==> src/hdl/lfa_ram.sv <==
// Generic single-write, single-read RAM with a registered read port.
`default_nettype none

module lfa_ram #(
	parameter int WIDTH = 8,
	parameter int DEPTH = 16
) (
	input  wire                     clk,
	input  wire                     we,
	input  wire [$clog2(DEPTH)-1:0] waddr,
	input  wire [WIDTH-1:0]         wdata,
	input  wire                     re,
	input  wire [$clog2(DEPTH)-1:0] raddr,
	output logic [WIDTH-1:0]        rdata
);

	logic [WIDTH-1:0] mem [DEPTH];

	always_ff @(posedge clk) begin
		if (we) begin
			mem[waddr] <= wdata;
		end
		if (re) begin
			rdata <= mem[raddr];
		end
	end

endmodule

`default_nettype wire

==> config.mk <==
export PLATFORM = sky130hd
export DESIGN_NAME = lfa_ram
export DESIGN_NICKNAME = d
export VERILOG_FILES = /design/src/hdl/lfa_ram.sv
export SDC_FILE = /design/constraint.sdc
export NUM_CORES = 1
export LEC_CHECK = 0
export BUFFER_PORTS_ARGS = -buffer_cell sky130_fd_sc_hd__buf_2
export CORE_AREA = 2 2 97 99
export DETAILED_ROUTE_END_ITERATION = 8
export DIE_AREA = 0 0 99 101
export PLACE_DENSITY = 0.82
export SLEW_MARGIN = 30
export SYNTH_ARGS = -nofsm -noshare
export SYNTH_HDL_FRONTEND = slang
export SYNTH_SLANG_ARGS = --single-unit
==> constraint.sdc <==
create_clock -name clk -period 2.61 [get_ports clk]
set_clock_uncertainty 0.1 [all_clocks]
set_input_delay 0.3915 -clock clk [delete_from_list [all_inputs] [get_ports clk]]
set_output_delay 0.3915 -clock clk [all_outputs]
set_load 0.05 [all_outputs]
# Word level (Yosys, flattened, before mapping)
# Memories as Yosys holds them, arrays and structs flattened. A register that Yosys moved wholly into a read port is not among the register bits.
# Index checks and enable logic that the tools add are counted.
# totals
register_bits	0
latchBits	0
ram_bits	128
rom_bits	0
output_inout_bits	8
memories	1
# mem_list
memory	depth	width	rd	rd_ports_with_merged_regs	wr	line	source
mem	16	8	1	1	1	17	logic [WIDTH-1:0] mem [DEPTH];
# op_classes
add_sub_neg	0
n_mul	0
div	0
n_lt_le_gt_ge	0
eq_ne	0
n_shift	0
n_mux	2
n_bitwise	0
reduce_logical	0
# op_table
op	n
$mux W1	2

# Logic depth before layout (Yosys ltp)
# Gate-level depths: netlist of the first run.
# depth
word_depth	2
depth_mapped	5
mapped_depth_nobuf	3

# Worst setup path before layout of the first run
# No wires, ideal clock.
# synth_path
path_kind	input to register
from	input waddr[2]
to	memory mem[0][0] (enable)
arrival_time_ns	1.501
required_ns	2.127
slack_ns	0.626
cell_stages	2
cell_sequence	or3b_2 > nor3_1
# synth_rtl
element	line	source
start: declaration	10	input wire [$clog2(DEPTH)-1:0] waddr,
end: declaration	17	
# Straight into the memory's write port.

==> out/results.ini, run 1 <==
[status]
run_status = finished, final reports clean

[synthesis]
synthCells = 229
syn_area_mm2 = 0.00523
synth.top_cell.area_share = 0.781
syn_area_per_cell_um2 = 22.8
yosys.area.top_type = edfxtp_1
seq_area_frac_synth = 0.781
synth_area_leaders = edfxtp_1, mux4_2, mux4_1
synth_nets = 248
synth-seq-cells = 136
synth.distinct_cells = 18
yosysWarnings = 0

[sta]
hold_ws_ns = 0.134
finalSetupTns_ns = 0
finalMaxSlewViolations = 0
max-slew-margin-rel = 0.527
fin_crit_sh = 0.632
rsz0062_at_grt = no
finalSetupViolCount = 0
hold_viol_final = 0
min_period_ns = 1.65
worst_slew_pin_slew_ns = 0.709
fmax_ghz = 0.606
fin_ws_ns = 0.959

[setup_path]
crit_end = rdata[5]
rrSetupSlack_ns = 0.96
reg2reg_from = mem[1][5]
r2r_end = rdata[5]
crit_buf_inv = 0
critical_path_arrival_ns = 1.80
cp_top_family = multiplexers
critical_path.startpoint = mem[1][5]
cp.depth = 3
end_kind = flop
r2r_cells = 3
cp_cell_sequence = mux4_1, a22oi_1, nand2_1
crit_slowest_cell = mux4_1
critical_path_class = reg -> reg
max_stage_delay_ns = 0.53
critPathLaunchType = flop
worstPathMaxFanout = 1
critPathRequiredTime_ns = 2.76

[placed_design]
pre_cts_ws_ns = 0.466
dp_hpwl_um = 6140
placed_area_mm2 = 0.00557
io_buffer_count = 26
place_congestion = 0.806
dp.cells = 374

[routing]
viasPerCell = 6.43
drt_iter0_drc = 240
antenna_left = 0
post_drt_wl_per_cell_um = 25.3
drc = 0
wl_um = 10300
num_vias = 2610
firstDrtPassIters = 5

[clock_network]
cts_root_buf = clkbuf_8
cts_sinks = 136
post_cts_buffers = 0
cts_tree = done
post_cts_resized = 0
htree_levels = 4
clkSlewWorstSetupHoldPaths_ns = 0.06
cts_hold_buffers = 0
clk_latency_ns = 0.51
clockBufferDepth = 2
cts_buffers = 17

[floorplan]
chipHeight_um = 101
start_util = 0.582
ios = 27
die_x_um = 99
dieArea_mm2 = 0.0100
core_region_area_mm2 = 0.00898
fp-row-count = 35

[pwr]
power.density_mw_per_mm2 = 820
power.leakage_nw = 2.08
vdd_drop_max_mv = 0.585
power_mw = 5.04

[run]
maxCapViolations = 0

[worst_hold_path]
hp-class = in -> reg

[cells_and_area]
layout_common_cells = edfxtp_1, buf_2, mux4_2
fin_cells = 406
final_core_util = 0.685
design_area_mm2 = 0.00615
area_growth_pct = 17.6
nets = 301
layout.cells.most_common = edfxtp_1
antenna_cells = 0
drive_gt1_frac = 0.308

[global_route]
grt_use_total = 0.228
grt_pass1_vias = 2679
overflow = 0
grt_max_degree = 33
grt_pass1_wl_um = 15900
antenna_found_initial = 0

## cell usage after synthesis
cell type and instances:
clkdlybuf4s25_2 3, buf_2 3, buf_6 3, nand2b_1 2, and2_1 1, nor2_1 13
edfxtp_1 136, nor3_1 4, a22oi_1 16, mux4_1 14, mux4_2 18, and2b_1 1
nand3_1 1, nand2_1 9, nand3b_1 2, or3b_2 1, buf_4 1, nor2b_1 1
## worst min path at each step
stage               start         to  slack (ns)  cells past startpoint
6_report               re   rdata[0]        0.13                      1
4_1_cts                re   rdata[0]        0.12                      1
5_1_grt                re   rdata[0]        0.12                      1
3_3_place_gp   mem[14][6]   rdata[6]        0.63                      3
2_1_floorplan    wdata[0]  mem[0][0]        0.39                      0
3_5_place_dp   mem[14][6]   rdata[6]        0.65                      3
## power breakdown
| part | switching, mW | internal (mW) |
|---|---|---|
| registers | 0.0125 | 2.46 |
| clock network | 0.858 | 1.45 |
| logic | 0.167 | 0.0952 |
## routing by layer
layer / wire length [um] / up-vias / global-route usage
met3: 673 / 17 / 0.0576
met5: 0 / - / 0
met4: 191 / 0 / 0.0917
li1: - / 1094 / -
met1: 3970 / 1357 / 0.294
met2: 5430 / 142 / 0.377
## flip-flops by register name, indices dropped and copies added, names as in the netlist
name / cells
mem: 128
rdata: 8
## logic make-up (layout without fill, tap and decap cells)
kind of cell | count (synthesis) | after routing | synth area share
flops | 136 | 136 | 0.781
simple gates | 35 | 35 | 0.0314
mux | 32 | 32 | 0.148
compound gates | 16 | 16 | 0.0230
buf+inv | 10 | 76 | 0.0165
## cell type report
class	instances	area, um^2
Multi-Input combinational cell	83	1060
Clock inverter	13	155
Tap cell	111	139
Timing Repair Buffer	44	290
Fill cell	524	2830
Clock buffer	19	422
Sequential cell	136	4080
No activity file was read; power rests on OpenSTA's default activity.
==> run 2, diff against run 1 <==
--- a/config.mk
+++ b/config.mk
@@ -5,10 +5,11 @@
 export SDC_FILE = /design/constraint.sdc
 export NUM_CORES = 1
 export LEC_CHECK = 0
+export ABC_AREA = 1
 export BUFFER_PORTS_ARGS = -buffer_cell sky130_fd_sc_hd__buf_2
-export CORE_AREA = 2 2 97 99
+export CORE_AREA = 2 2 102 104
 export DETAILED_ROUTE_END_ITERATION = 8
-export DIE_AREA = 0 0 99 101
+export DIE_AREA = 0 0 104 106
 export PLACE_DENSITY = 0.82
 export SLEW_MARGIN = 30
 export SYNTH_ARGS = -nofsm -noshare
==> constraint.sdc (replaced) <==
create_clock -name clk -period 1.6 [get_ports clk]
set_clock_uncertainty 0.1 [all_clocks]
set_input_delay 0.24 -clock clk [delete_from_list [all_inputs] [get_ports clk]]
set_output_delay 0.24 -clock clk [all_outputs]
set_load 0.05 [all_outputs]
==> run 2 against run 1 <==
  * First-iteration DRC count rose by 140%
  * Sequential share of layout area is 5.5 points lower
  * Clock-buffer cell count rose by 1
  * Critical path depth decreased by 2
  * Die area is 10% higher
  * Total power is 57% higher
  * Highest routed layer unchanged
  * Largest power group unchanged
  * Design area is 9.0% higher
  * Register-to-register slack worse by 0.69 ns
  * Setup slack lost 0.84 ns
  * Combinational power grew 110%
  * Routed wire length increased by 24%
  * Critical path type is now reg -> out
  * Clock power rose by 46%
==> out/results.ini, run 2 <==
[synthesis]
synth.top_cell.area_share = 0.698
yosys_most_used_dff = edfxtp_1
yosysWarnings = 0
synth_commonest_cells = nand2_1, edfxtp_1, inv_1, nand3_1, nor2_1
synth_nets = 570
syn_area_per_cell_um2 = 10.6
synth_top_family_by_area = simple AND/OR/NAND/NOR gates
synth.distinct_cells = 11
syn_area_mm2 = 0.00585
async_reset_ff_frac = 0
synth-seq-cells = 136
yosysMostFrequentCell = nand2_1
synth_fa_ha_area_frac = 0
synth_area_leaders = edfxtp_1, nand2_1, nand3_1
yosys.area.top_type = edfxtp_1
seq_area_frac_synth = 0.698
synth.mux.area_fraction = 0
synthCells = 551
synth_edf_count = 136
synth_xor_area_frac = 0
synth-compound-area-share = 0
synth_simple_gate_area_frac = 0.208

[floorplan]
chipHeight_um = 106
fp-row-count = 37
ios = 27
start_util = 0.585
dieArea_mm2 = 0.0110
die_x_um = 104
core_region_area_mm2 = 0.0100

[sta]
hold_ws_ns = 0.0433
finalSetupTns_ns = 0
finalMaxSlewViolations = 0
min_period_ns = 1.48
finalSetupViolCount = 0
rsz0062_at_grt = no
worst_slew_pin_slew_ns = 0.612
hold_viol_final = 0
fin_crit_sh = 0.928
fmax_ghz = 0.674
max-slew-margin-rel = 0.592

[routing]
viasPerCell = 5.45
antenna_left = 0
firstDrtPassIters = 6
post_drt_wl_per_cell_um = 17.1
num_vias = 4061
drc = 0
wl_um = 12800
drt_iter0_drc = 567

[cells_and_area]
drive_gt1_frac = 0.125
layout_common_cells = nand2_1, edfxtp_1, inv_1, nand3_1, buf_2
nets = 615
top_regs = mem: 128 flops, rdata: 8 flops
area_growth_pct = 14.6
nFillCells = 682
largest_reg_flops = 128
layout.cells.most_common = nand2_1
antenna_cells = 0
regMostFlops = mem

[setup_path]
critPathRequiredTime_ns = 1.26
crit_buf_inv = 1
cp_top_family = flip-flops
max_stage_delay_ns = 0.40
critical_path_arrival_ns = 1.14
critPathLaunchType = flop
critical_path_class = reg -> out
end_kind = output pin
worstPathMaxFanout = 1
cp_cell_sequence = buf_2
crit_slowest_cell = edfxtp_1

[pwr]
pwr-share-clk = 0.422
vdd_drop_max_mv = 0.585
combPwrFrac = 0.069
power.leakage_nw = 2.91
netSwitchingFraction = 0.221
seqPwrFrac = 0.509
switchingPower_mw = 1.75
cell_internal_pwr_mw = 6.18
power.density_mw_per_mm2 = 1180

[placed_design]
io_buffer_count = 26
dp_hpwl_um = 8030
place_congestion = 0.867

[global_route]
grt_max_degree = 65
grt_use_total = 0.244
overflow = 0
grt_pass1_vias = 3985
grt_pass1_wl_um = 20200
antenna_found_initial = 0

[clock_network]
post_cts_buffers = 0
post_cts_resized = 0
cts_buffers = 17
cts_sinks = 136
htree_levels = 4
clkSlewWorstSetupHoldPaths_ns = 0.06
cts_tree = done
cts_root_buf = clkbuf_8
clockBufferDepth = 2
cts_hold_buffers = 1
clk_latency_ns = 0.52

[run]
maxCapViolations = 0

[status]
run_status = finished, final reports clean

[worst_hold_path]
hp-class = in -> reg

-- run 2: cell count changes after synthesis, moves of 4 or more --
cell and change:
a22oi_1 -16, buf_2 +10, nand2_1 +164, nand3_1 +96
inv_1 +100, mux4_2 -18, nor3_1 -4, mux4_1 -14
nor2_1 +4
-- run 2: layer usage --
layer,GRT usage,vias up,wire length (um)
li1,-,1873,-
met1,0.308,1908,4850
met2,0.405,243,6290
met3,0.0589,37,1260
met4,0.109,0,359
met5,0,-,0
-- run 2: power by group through the flow --
stage          combinational, mW  clock [mW]  sequential [mW]
2_1_floorplan              0.281           0             4.17
4_1_cts                    0.538        3.37             4.04
6_report                   0.546        3.35             4.04
3_5_place_dp               0.532           0             4.11
5_1_grt                    0.593        3.50             4.04
3_3_place_gp               0.513           0             4.11
-- run 2: per-stage QoR --
step,util,std cells,power [mW],instance area [um^2],worst slack (ns)
floorplan,-,551,4.45,5850,0.309
global placement,0.618,712,4.62,6180,0.0647
global route,0.670,745,8.14,6700,0.0783
finish,0.670,745,7.93,6700,0.115
CTS,0.670,745,7.95,6700,0.0901
detailed placement,0.618,712,4.64,6180,0.0322
-- run 2: final cells by class --
class / instances / area (um^2) / share of cell area
multi-input combinational: 289 / 1210 / 0.181
tap: 136 / 170 / 0.0254
clock buffer: 20 / 425 / 0.0635
sequential: 136 / 4080 / 0.610
timing repair buffer: 50 / 338 / 0.0504
inverter: 102 / 383 / 0.0572
clock inverter: 12 / 85.1 / 0.0127
-- run 2: final timing paths --
| kind | from | end | slack [ns] | depth (start not counted) |
|---|---|---|---|---|
| worst max-delay path | rdata[0] | rdata[0] | 0.12 | 1 |
| worst min-delay path | wdata[4] | mem[6][4] | 0.04 | 1 |
| worst max register to register | mem[13][2] | rdata[2] | 0.27 | 6 |
| worst min register to register | mem[10][3] | rdata[3] | 0.67 | 6 |
-- run 2: cells by family (layout without fill, tap and decap cells) --
family	count (synthesis)	count (layout)
DFF	136	136
and+or+nand+nor	289	289
buffers and inverters	126	184
